## config.mk

```make
export PLATFORM = sky130hd
export DESIGN_NAME = multichannel_adc_average_scaler
export DESIGN_NICKNAME = d
export VERILOG_FILES = /design/src/sv/maas_pkg.sv /design/src/sv/multichannel_adc_average_scaler.sv
export SDC_FILE = /design/constraint.sdc
export NUM_CORES = 2
export LEC_CHECK = 0
export BUFFER_PORTS_ARGS = -buffer_cell sky130_fd_sc_hd__buf_2
export CAP_MARGIN = 10
export CORE_MARGIN = 1
export CORE_UTILIZATION = 65
export CTS_BUF_LIST = sky130_fd_sc_hd__clkbuf_4
export DETAILED_ROUTE_END_ITERATION = 16
export PLACE_DENSITY = 0.88
export SETUP_SLACK_MARGIN = 0.2
export SLEW_MARGIN = 20
export SYNTH_ARGS = -nofsm -noshare
export SYNTH_HDL_FRONTEND = slang
export SYNTH_SLANG_ARGS = --single-unit
```

## constraint.sdc

```tcl
create_clock -name aclk -period 10.1 [get_ports aclk]
set_clock_uncertainty 0.2 [all_clocks]
set_input_delay 2.02 -clock aclk [delete_from_list [all_inputs] [get_ports aclk]]
set_output_delay 2.02 -clock aclk [all_outputs]
set_load 0.05 [all_outputs]
```

## src/sv/maas_pkg.sv

```systemverilog
// ----------------------------------------------------------------------------
// maas_pkg: shared types and constants of the multichannel ADC averager
// Register indexes, field widths and the packed result word layout.
// ----------------------------------------------------------------------------
`timescale 1ns / 1ps

package maas_pkg;

    localparam int SAMPLE_W   = 10;
    localparam int OFFSET_W   = 11;
    localparam int SCALE_W    = 16;
    localparam int PCT_W      = 7;
    localparam int CFG_IDX_W  = 3;
    localparam int CFG_DATA_W = 16;
    localparam int S_TDATA_W  = 16;
    localparam int M_TDATA_W  = 72;

    // configuration register indexes
    localparam logic [CFG_IDX_W-1:0] REG_VOLTAGE_OFFSET = 3'd0;
    localparam logic [CFG_IDX_W-1:0] REG_VOLTAGE_SCALE  = 3'd1;
    localparam logic [CFG_IDX_W-1:0] REG_CURRENT_OFFSET = 3'd2;
    localparam logic [CFG_IDX_W-1:0] REG_CURRENT_SCALE  = 3'd3;
    localparam logic [CFG_IDX_W-1:0] REG_POSITION_MIN   = 3'd4;
    localparam logic [CFG_IDX_W-1:0] REG_POSITION_MAX   = 3'd5;

    localparam logic [PCT_W-1:0] PCT_FULL = 7'd100;

    // result word, last field in the lowest bits
    typedef struct packed {
        logic [2:0]          pad;
        logic [PCT_W-1:0]    position_percent;
        logic [SCALE_W-1:0]  current_value;
        logic [SCALE_W-1:0]  voltage_value;
        logic [SAMPLE_W-1:0] avg_current;
        logic [SAMPLE_W-1:0] avg_voltage;
        logic [SAMPLE_W-1:0] avg_position;
    } result_t;

endpackage

```

## src/sv/multichannel_adc_average_scaler.sv

```systemverilog
// ----------------------------------------------------------------------------
// multichannel_adc_average_scaler: three-channel moving average and calibration
// Each word is accepted, then updates its ring by read-modify-write; no new word
// is taken until it is done. A round-closing word then runs three shared reciprocal
// multiplies, calibrate, a 7-step divider and the output load. Synchronous reset.
// ----------------------------------------------------------------------------
`timescale 1ns / 1ps

module multichannel_adc_average_scaler #(
    parameter int SAMPLES = 8
) (
    input  logic                                  aclk,
    input  logic                                  aresetn,
    // input stream: tdata = {pad[5:0], sample[9:0]}
    input  logic                                  s_tvalid,
    output logic                                  s_tready,
    input  logic [maas_pkg::S_TDATA_W-1:0]        s_tdata,
    // result stream: tdata = avg_position[9:0], avg_voltage[19:10],
    // avg_current[29:20], voltage_value[45:30], current_value[61:46],
    // position_percent[68:62], pad[71:69]
    output logic                                  m_tvalid,
    input  logic                                  m_tready,
    output logic [maas_pkg::M_TDATA_W-1:0]        m_tdata,
    // configuration write channel
    input  logic                                  cfg_valid,
    output logic                                  cfg_ready,
    input  logic [maas_pkg::CFG_IDX_W-1:0]        cfg_index,
    input  logic [maas_pkg::CFG_DATA_W-1:0]       cfg_data
);

    // ------------------------------------------------------------------
    // Derived sizes
    // ------------------------------------------------------------------
    localparam int SW    = maas_pkg::SAMPLE_W;
    localparam int LOGS  = $clog2(SAMPLES);
    localparam int PW    = (SAMPLES > 1) ? $clog2(SAMPLES) : 1;
    localparam int DEPTH = 3 * SAMPLES;
    localparam int AW    = $clog2(DEPTH);
    localparam int SUMW  = SW + LOGS;
    // sum / SAMPLES as sum * ceil(2^SHIFT / SAMPLES) >> SHIFT, exact for every sum
    localparam int SHIFT = SUMW + LOGS;
    localparam int RECW  = SUMW + 1;
    localparam int PRW   = SUMW + RECW;
    localparam logic [RECW-1:0] RECIP = RECW'((2**SHIFT + SAMPLES - 1) / SAMPLES);
    localparam int CPW   = SW + maas_pkg::SCALE_W;     // calibration product
    localparam int NUMW  = 17;                         // (avg - min) * 100 < 2^17

    localparam logic [PW-1:0] LAST_POS = PW'(SAMPLES - 1);

    // sequencer codes
    localparam logic [2:0] ST_IDLE    = 3'd0;
    localparam logic [2:0] ST_RD      = 3'd1;
    localparam logic [2:0] ST_AVG_MUL = 3'd2;
    localparam logic [2:0] ST_AVG_SH  = 3'd3;
    localparam logic [2:0] ST_CAL     = 3'd4;
    localparam logic [2:0] ST_DIV     = 3'd5;
    localparam logic [2:0] ST_OUT     = 3'd6;

    // ------------------------------------------------------------------
    // Declarations
    // ------------------------------------------------------------------
    logic [2:0]                      state_reg, state_next;
    logic [1:0]                      chan_reg;
    logic [PW-1:0]                   pos_reg;
    logic                            full_reg;
    logic [1:0]                      k_reg;
    logic [2:0]                      div_cnt_reg;
    logic                            m_tvalid_reg;
    maas_pkg::result_t               result_reg;

    logic [SUMW-1:0]                 sum_reg [3];
    logic [1:0]                      sum_idx;
    logic [SUMW-1:0]                 sum_rd;
    logic [SUMW-1:0]                 sum_next;

    logic [SW-1:0]                   ring_mem [DEPTH];
    logic [SW-1:0]                   rd_data_reg;
    logic [AW-1:0]                   rd_addr;
    logic [AW-1:0]                   addr_reg;
    logic [SW-1:0]                   sample_reg;

    logic [PRW-1:0]                  prod_reg;
    logic [SW-1:0]                   avg_reg [3];

    logic [CPW-1:0]                  volt_prod_reg, curr_prod_reg;
    logic                            pos_low_reg, pos_high_reg;
    logic [NUMW-1:0]                 rem_reg, dsh_reg;
    logic [maas_pkg::PCT_W-1:0]      quot_reg;

    logic signed [maas_pkg::OFFSET_W-1:0] voff_reg, coff_reg;
    logic [maas_pkg::SCALE_W-1:0]    vscale_reg, cscale_reg;
    logic [SW-1:0]                   pmin_reg, pmax_reg;

    logic                            in_fire;
    logic                            out_load;
    logic signed [SW+1:0]            v_volt, v_curr;
    logic                            volt_ok, curr_ok;
    logic [SW-1:0]                   pos_diff, pos_den;
    logic [NUMW-1:0]                 pos_num;
    logic                            div_take;
    logic [maas_pkg::PCT_W-1:0]      pct_final;

    // ------------------------------------------------------------------
    // Handshakes
    // ------------------------------------------------------------------
    assign s_tready  = (state_reg == ST_IDLE);
    assign in_fire   = s_tvalid && s_tready;
    assign cfg_ready = 1'b1;
    assign m_tvalid  = m_tvalid_reg;
    assign m_tdata   = result_reg;

    // hold the finished word in ST_OUT until the output register is free
    assign out_load  = (state_reg == ST_OUT) && (!m_tvalid_reg || m_tready);

    // ------------------------------------------------------------------
    // Configuration registers
    // ------------------------------------------------------------------
    always_ff @(posedge aclk) begin
        if (!aresetn) begin
            voff_reg   <= '0;
            vscale_reg <= 16'd1024;
            coff_reg   <= '0;
            cscale_reg <= 16'd1024;
            pmin_reg   <= '0;
            pmax_reg   <= 10'd1023;
        end else if (cfg_valid && cfg_ready) begin
            // indexes past the list fall through and are dropped
            unique case (cfg_index)
                maas_pkg::REG_VOLTAGE_OFFSET: voff_reg   <= cfg_data[maas_pkg::OFFSET_W-1:0];
                maas_pkg::REG_VOLTAGE_SCALE:  vscale_reg <= cfg_data;
                maas_pkg::REG_CURRENT_OFFSET: coff_reg   <= cfg_data[maas_pkg::OFFSET_W-1:0];
                maas_pkg::REG_CURRENT_SCALE:  cscale_reg <= cfg_data;
                maas_pkg::REG_POSITION_MIN:   pmin_reg   <= cfg_data[SW-1:0];
                maas_pkg::REG_POSITION_MAX:   pmax_reg   <= cfg_data[SW-1:0];
                default: ;
            endcase
        end
    end

    // ------------------------------------------------------------------
    // Sample ring: one write port, one registered read port.
    // Address = channel * SAMPLES + ring position.
    // ------------------------------------------------------------------
    assign rd_addr = AW'(chan_reg) * AW'(SAMPLES) + AW'(pos_reg);

    always_ff @(posedge aclk) begin
        if (in_fire) begin
            rd_data_reg <= ring_mem[rd_addr];
        end
        if (state_reg == ST_RD) begin
            ring_mem[addr_reg] <= sample_reg;
        end
    end

    // ------------------------------------------------------------------
    // Running sums: one read index, shared by the update and the averaging
    // ------------------------------------------------------------------
    assign sum_idx = (state_reg == ST_RD) ? chan_reg : k_reg;
    assign sum_rd  = sum_reg[sum_idx];

    // drop the oldest entry only once the rings are full; before that the
    // read data is an unwritten entry and must not reach the sum
    assign sum_next = sum_rd - (full_reg ? SUMW'(rd_data_reg) : '0) + SUMW'(sample_reg);

    // ------------------------------------------------------------------
    // Calibration and position datapath (combinational part of ST_CAL)
    // ------------------------------------------------------------------
    assign v_volt  = $signed({2'b00, avg_reg[1]}) + (SW+2)'(voff_reg);
    assign v_curr  = $signed({2'b00, avg_reg[2]}) + (SW+2)'(coff_reg);
    // inside (0, 1024): top two bits clear and low bits nonzero
    assign volt_ok = (v_volt[SW+1:SW] == 2'b00) && (v_volt[SW-1:0] != '0);
    assign curr_ok = (v_curr[SW+1:SW] == 2'b00) && (v_curr[SW-1:0] != '0);

    assign pos_diff = avg_reg[0] - pmin_reg;
    assign pos_den  = pmax_reg - pmin_reg;
    assign pos_num  = NUMW'(pos_diff) * NUMW'(maas_pkg::PCT_FULL);

    // restoring divider: quotient is below 128, so seven steps cover it
    assign div_take = (rem_reg >= dsh_reg);

    // order matters: at or below min wins over at or above max
    always_comb begin
        priority if (pos_low_reg) begin
            pct_final = '0;
        end else if (pos_high_reg) begin
            pct_final = maas_pkg::PCT_FULL;
        end else begin
            pct_final = quot_reg;
        end
    end

    // ------------------------------------------------------------------
    // Sequencer
    // ------------------------------------------------------------------
    always_comb begin
        state_next = state_reg;
        unique case (state_reg)
            ST_IDLE: begin
                if (in_fire) begin
                    state_next = ST_RD;
                end
            end
            ST_RD: begin
                // a round closes on channel 2; it reports once the rings are full
                if ((chan_reg == 2'd2) && (full_reg || (pos_reg == LAST_POS))) begin
                    state_next = ST_AVG_MUL;
                end else begin
                    state_next = ST_IDLE;
                end
            end
            ST_AVG_MUL: state_next = ST_AVG_SH;
            ST_AVG_SH: begin
                state_next = (k_reg == 2'd2) ? ST_CAL : ST_AVG_MUL;
            end
            ST_CAL: state_next = ST_DIV;
            ST_DIV: begin
                if (div_cnt_reg == '0) begin
                    state_next = ST_OUT;
                end
            end
            ST_OUT: begin
                if (out_load) begin
                    state_next = ST_IDLE;
                end
            end
            default: state_next = ST_IDLE;
        endcase
    end

    // control state
    always_ff @(posedge aclk) begin
        if (!aresetn) begin
            state_reg    <= ST_IDLE;
            chan_reg     <= '0;
            pos_reg      <= '0;
            full_reg     <= 1'b0;
            k_reg        <= '0;
            div_cnt_reg  <= '0;
            m_tvalid_reg <= 1'b0;
            sum_reg[0]   <= '0;
            sum_reg[1]   <= '0;
            sum_reg[2]   <= '0;
        end else begin
            state_reg <= state_next;

            if (state_reg == ST_RD) begin
                sum_reg[chan_reg] <= sum_next;
                // advance channel, and the ring position after channel 2
                if (chan_reg == 2'd2) begin
                    chan_reg <= '0;
                    if (pos_reg == LAST_POS) begin
                        pos_reg  <= '0;
                        full_reg <= 1'b1;
                    end else begin
                        pos_reg <= pos_reg + 1'b1;
                    end
                end else begin
                    chan_reg <= chan_reg + 1'b1;
                end
                k_reg <= '0;
            end

            if (state_reg == ST_AVG_SH) begin
                k_reg <= k_reg + 1'b1;
            end

            if (state_reg == ST_CAL) begin
                div_cnt_reg <= 3'd6;
            end else if (state_reg == ST_DIV) begin
                div_cnt_reg <= div_cnt_reg - 1'b1;
            end

            if (out_load) begin
                m_tvalid_reg <= 1'b1;
            end else if (m_tready) begin
                m_tvalid_reg <= 1'b0;
            end
        end
    end

    // payload registers
    always_ff @(posedge aclk) begin
        if (in_fire) begin
            sample_reg <= s_tdata[SW-1:0];
            addr_reg   <= rd_addr;
        end

        if (state_reg == ST_AVG_MUL) begin
            prod_reg <= PRW'(sum_rd) * PRW'(RECIP);
        end
        if (state_reg == ST_AVG_SH) begin
            avg_reg[k_reg] <= prod_reg[SHIFT +: SW];
        end

        if (state_reg == ST_CAL) begin
            volt_prod_reg <= volt_ok ? CPW'(v_volt[SW-1:0]) * CPW'(vscale_reg) : '0;
            curr_prod_reg <= curr_ok ? CPW'(v_curr[SW-1:0]) * CPW'(cscale_reg) : '0;
            pos_low_reg   <= (avg_reg[0] <= pmin_reg);
            pos_high_reg  <= (avg_reg[0] >= pmax_reg);
            rem_reg       <= pos_num;
            dsh_reg       <= {1'b0, pos_den, 6'b0};
            quot_reg      <= '0;
        end

        if (state_reg == ST_DIV) begin
            if (div_take) begin
                rem_reg <= rem_reg - dsh_reg;
            end
            dsh_reg  <= dsh_reg >> 1;
            quot_reg <= {quot_reg[maas_pkg::PCT_W-2:0], div_take};
        end

        if (out_load) begin
            result_reg.pad              <= '0;
            result_reg.avg_position     <= avg_reg[0];
            result_reg.avg_voltage      <= avg_reg[1];
            result_reg.avg_current      <= avg_reg[2];
            result_reg.voltage_value    <= volt_prod_reg[CPW-1:SW];
            result_reg.current_value    <= curr_prod_reg[CPW-1:SW];
            result_reg.position_percent <= pct_final;
        end
    end

    // ------------------------------------------------------------------
    // Assertions
    // ------------------------------------------------------------------
`ifndef ASSERT_OFF
    a_chan_range: assert property (@(posedge aclk) disable iff (!aresetn)
        chan_reg != 2'd3)
        else $error("channel index out of range");

    a_accept_to_rmw: assert property (@(posedge aclk) disable iff (!aresetn)
        in_fire |=> (state_reg == ST_RD))
        else $error("accepted word not followed by ring update");

    a_result_when_full: assert property (@(posedge aclk) disable iff (!aresetn)
        out_load |-> full_reg)
        else $error("result produced before rings were full");

    a_pct_range: assert property (@(posedge aclk) disable iff (!aresetn)
        m_tvalid_reg |-> (result_reg.position_percent <= maas_pkg::PCT_FULL))
        else $error("position percentage above full scale");
`endif

endmodule
```

==> results by group <==
Run status
  • Status: finished, final reports clean

Placement
  • Pre-CTS setup slack: 1985 ps
  • Hpwl dp: 57,870 um
  • Global placer's final weighted congestion: 0.9098
  • Placed Cells incl. Taps: 3,710
  • Port buffer count: 104

Worst setup path
  • Critical Path Max Stage Delay: 700 ps
  • Worst r2r path cells: 29
  • Crit path max fanout: 17
  • CP required: 10,600 ps
  • Type of the worst setup path: reg -> reg
  • Worst Path Arrival: 8730 ps
  • Critical path endpoint category: register
  • Critical-path top delay cell: o41ai_1
  • CP Launch Type: register
  • Crit-path most repeated cell: fa_1

STA
  • Final-report hold violation count: 0
  • Worst Max-Slew Pin Slew: 1093 ps
  • Max-slew headroom: 26.80%
  • Final critical-path share of the clock period: 81.45%
  • Final min period: 8227 ps
  • Fin Hold WS: 198.3 ps
  • Final Max Tran Viols: 0
  • Final WS setup: 1873 ps
  • Maximum clock frequency: 121.6 MHz
  • Setup TNS: 0 ps
  • RSZ-0062 raised after global routing: false
  • Setup violators final: 0

Route
  • Iteration-0 DRC Markers: 2,047
  • DR vias/cell: 6.037
  • Iteration count of the initial detailed-routing pass: 6
  • Residual DRC count: 0
  • Vias: 24,020
  • Post-route ant nets: 0
  • WL final: 82,850 um
  • DR WL/cell: 20.83 um

Global route
  • GR Overflow Total: 0
  • Total track usage: 30.43%
  • Grt met1 use: 36.67%
  • GRT busiest layer: met2
  • Initial antenna violation count: 3
  • Largest net degree at the start of global routing: 97
  • Met3 Usage GRT: 5.817%
  • GRT met2 Usage: 51.61%
  • First-pass GRT wire length: 131,200 um
  • Vias in the first global route: 25,080

Logic synthesis
  • Netlist cell types: 77
  • Mean Syn Cell Area: 11.88 sq um
  • Post-synthesis simple-gate area fraction: 12.04%
  • Post-synthesis adder-cell area fraction: 21.62%
  • Mux cell area share after synthesis: 5.651%
  • Main synth FF type: edfxtp_1
  • Yosys reg bits: 589
  • Cell taking the most area after synthesis: edfxtp_1
  • Post-synthesis xor/xnor area fraction: 2.008%
  • Post-synth EDFFs: 483
  • Synth Area in Compound Gates: 6.792%
  • Syn Std Cell Area: 35,760 sq um
  • Cells after synthesis: 3,010
  • Yosys top cell area share: 40.56%
  • Area contributors post-synth: edfxtp_1 (41%), fa_1 (13%), ha_1 (8.3%)
  • Syn. warnings: 0
  • Main combinational cell family by area after synthesis: adder cells
  • Async SR Flop Fraction: 0%
  • Seq/Total Area, Yosys: 46.50%

Clocking
  • Post_cts resized: 0
  • CTS root buffer: clkbuf_4
  • Worst-Skew Late Latency: 990 ps
  • Post-CTS Hold Buffers: 0
  • CTS tree: yes
  • Postcts setup bufs: 0
  • Clock slew at reported path FFs: 70 ps
  • Clk sinks: 589
  • H-Tree Level Count: 4
  • Clock buffer depth: 3
  • Num CTS Buffers: 147

Die
  • Chip height: 236.5 um
  • I/O pin count: 115
  • Placement row count: 85
  • Initial core utilization: 66.06%
  • Core ar.: 54,130 sq um
  • Die ar.: 55,950 sq um
  • Die width: 236.5 um

Power and ir drop
  • Power density over the cells: 140.0 nW/um^2
  • Sw Ratio: 26.84%
  • Leakage: 16.23 nW
  • Internal: 0.003980 W
  • Worst ir drop on vdd: 0.1451 mV
  • Power consumption: 0.005441 W
  • Clock share of power: 38.1%
  • P_sw: 0.001460 W
  • Sequential power share: 50.1%
  • Comb power frac: 11.8%

Min path
  • Worst hold stages: 0
  • Path type of the worst min-delay path: reg -> reg

Final layout
  • Multi-input logic area: 17,280 sq um
  • Final cell count without fillers: 3,978
  • Reg area: 16,630 sq um
  • Area growth syn-to-layout: 8.681%
  • Max reg flops: 240
  • Share of layout cells above drive strength 1: 15.25%
  • Final net count: 3,679
  • Fill cells: 3,433

Flow run
  • Max_cap viols: 0
power by group through the flow:
stage | Sequential, W | Clock, W | Combinational [W]
final | 0.00272 | 0.00207 | 0.000643
after global routing | 0.00273 | 0.00222 | 0.000716
after CTS | 0.00272 | 0.00210 | 0.000635
after detailed placement | 0.00277 | 0 | 0.000629
after global placement | 0.00277 | 0 | 0.000587
after floorplan | 0.00275 | 0 | 0.000479
layout make-up:
class	count	share of cell area, %
timing repair buffer	127	1.793
multi-input combinational	1919	44.47
clock buffer	216	4.173
clock inverter	47	0.8242
tap	696	2.241
antenna	4	0.02576
inverter	380	3.670
sequential	589	42.80
final timing paths:
| path | startpoint | end | slack [ps] |
|---|---|---|---|
| worst max register to register | avg_reg[1][0] | volt_prod_reg[25] | 1870 |
| worst min-delay path | curr_prod_reg[19] | m_tdata[55] | 200 |
| worst min register to register | curr_prod_reg[19] | m_tdata[55] | 200 |
| worst max-delay path | avg_reg[1][0] | volt_prod_reg[25] | 1870 |
cell usage after synthesis, types with 36 or more instances:
| master | n |
|---|---|
| a21boi_0 | 73 |
| a21oi_1 | 88 |
| and2_1 | 154 |
| clkbuf_1 | 110 |
| dfxtp_1 | 106 |
| edfxtp_1 | 483 |
| fa_1 | 238 |
| ha_1 | 237 |
| inv_1 | 380 |
| mux4_2 | 83 |
| nand2_1 | 355 |
| nand2b_1 | 39 |
| nor2_1 | 179 |
| nor2b_1 | 36 |
| o21ai_0 | 55 |
| xnor2_1 | 51 |
critical path: cells and delay by family (launching register included):
| family | cells | cell delay (ps) |
|---|---|---|
| flops | 1 | 410 |
| fa+ha+maj | 8 | 3320 |
| buf+inv | 6 | 500 |
| compound gates | 9 | 2750 |
| xor+xnor | 1 | 80 |
| simple gates | 5 | 680 |
through the flow:
step / instance area, sq um / util (%)
after floorplan: 35770 / -
after global placement: 36860 / 68.09
after detailed placement: 36860 / 68.10
after CTS: 38810 / 71.69
after global routing: 38860 / 71.79
final: 38860 / 71.79
cells in the final DEF, fill, tap and decap left out, types with 25 or more instances in the layout:
master | synthesis | final
dfxtp_1 | 106 | 103
clkbuf_4 | 0 | 216
nor3_1 | 29 | 28
buf_2 | 2 | 104
fa_1 | 238 | 238
nor2_1 | 179 | 162
inv_1 | 380 | 379
xnor2_1 | 51 | 49
edfxtp_1 | 483 | 483
nor2b_1 | 36 | 36
xor2_1 | 31 | 31
a21oi_1 | 88 | 88
o21ai_0 | 55 | 54
a21boi_0 | 73 | 73
ha_1 | 237 | 237
and2_1 | 154 | 154
nand2b_1 | 39 | 39
nand2_1 | 355 | 355
clkinv_1 | 0 | 25
mux4_2 | 83 | 83
a21o_1 | 27 | 27
cells by family after synthesis:
| group | after synthesis |
|---|---|
| AOI/OAI and AO/OA | 359 |
| xor gates and xnor gates | 82 |
| adders and majority gates | 475 |
| buffers and inverters | 504 |
| DFF | 589 |
| muxes | 98 |
| other | 2 |
| and+or+nand+nor | 901 |
routing by layer:
metal	part of all wire, %	wire length [um]
met3	8.1	6681
met5	0	0
met1	37	30290
met4	4.8	4016
met2	51	41870
No activity file was read; power rests on OpenSTA's default activity.
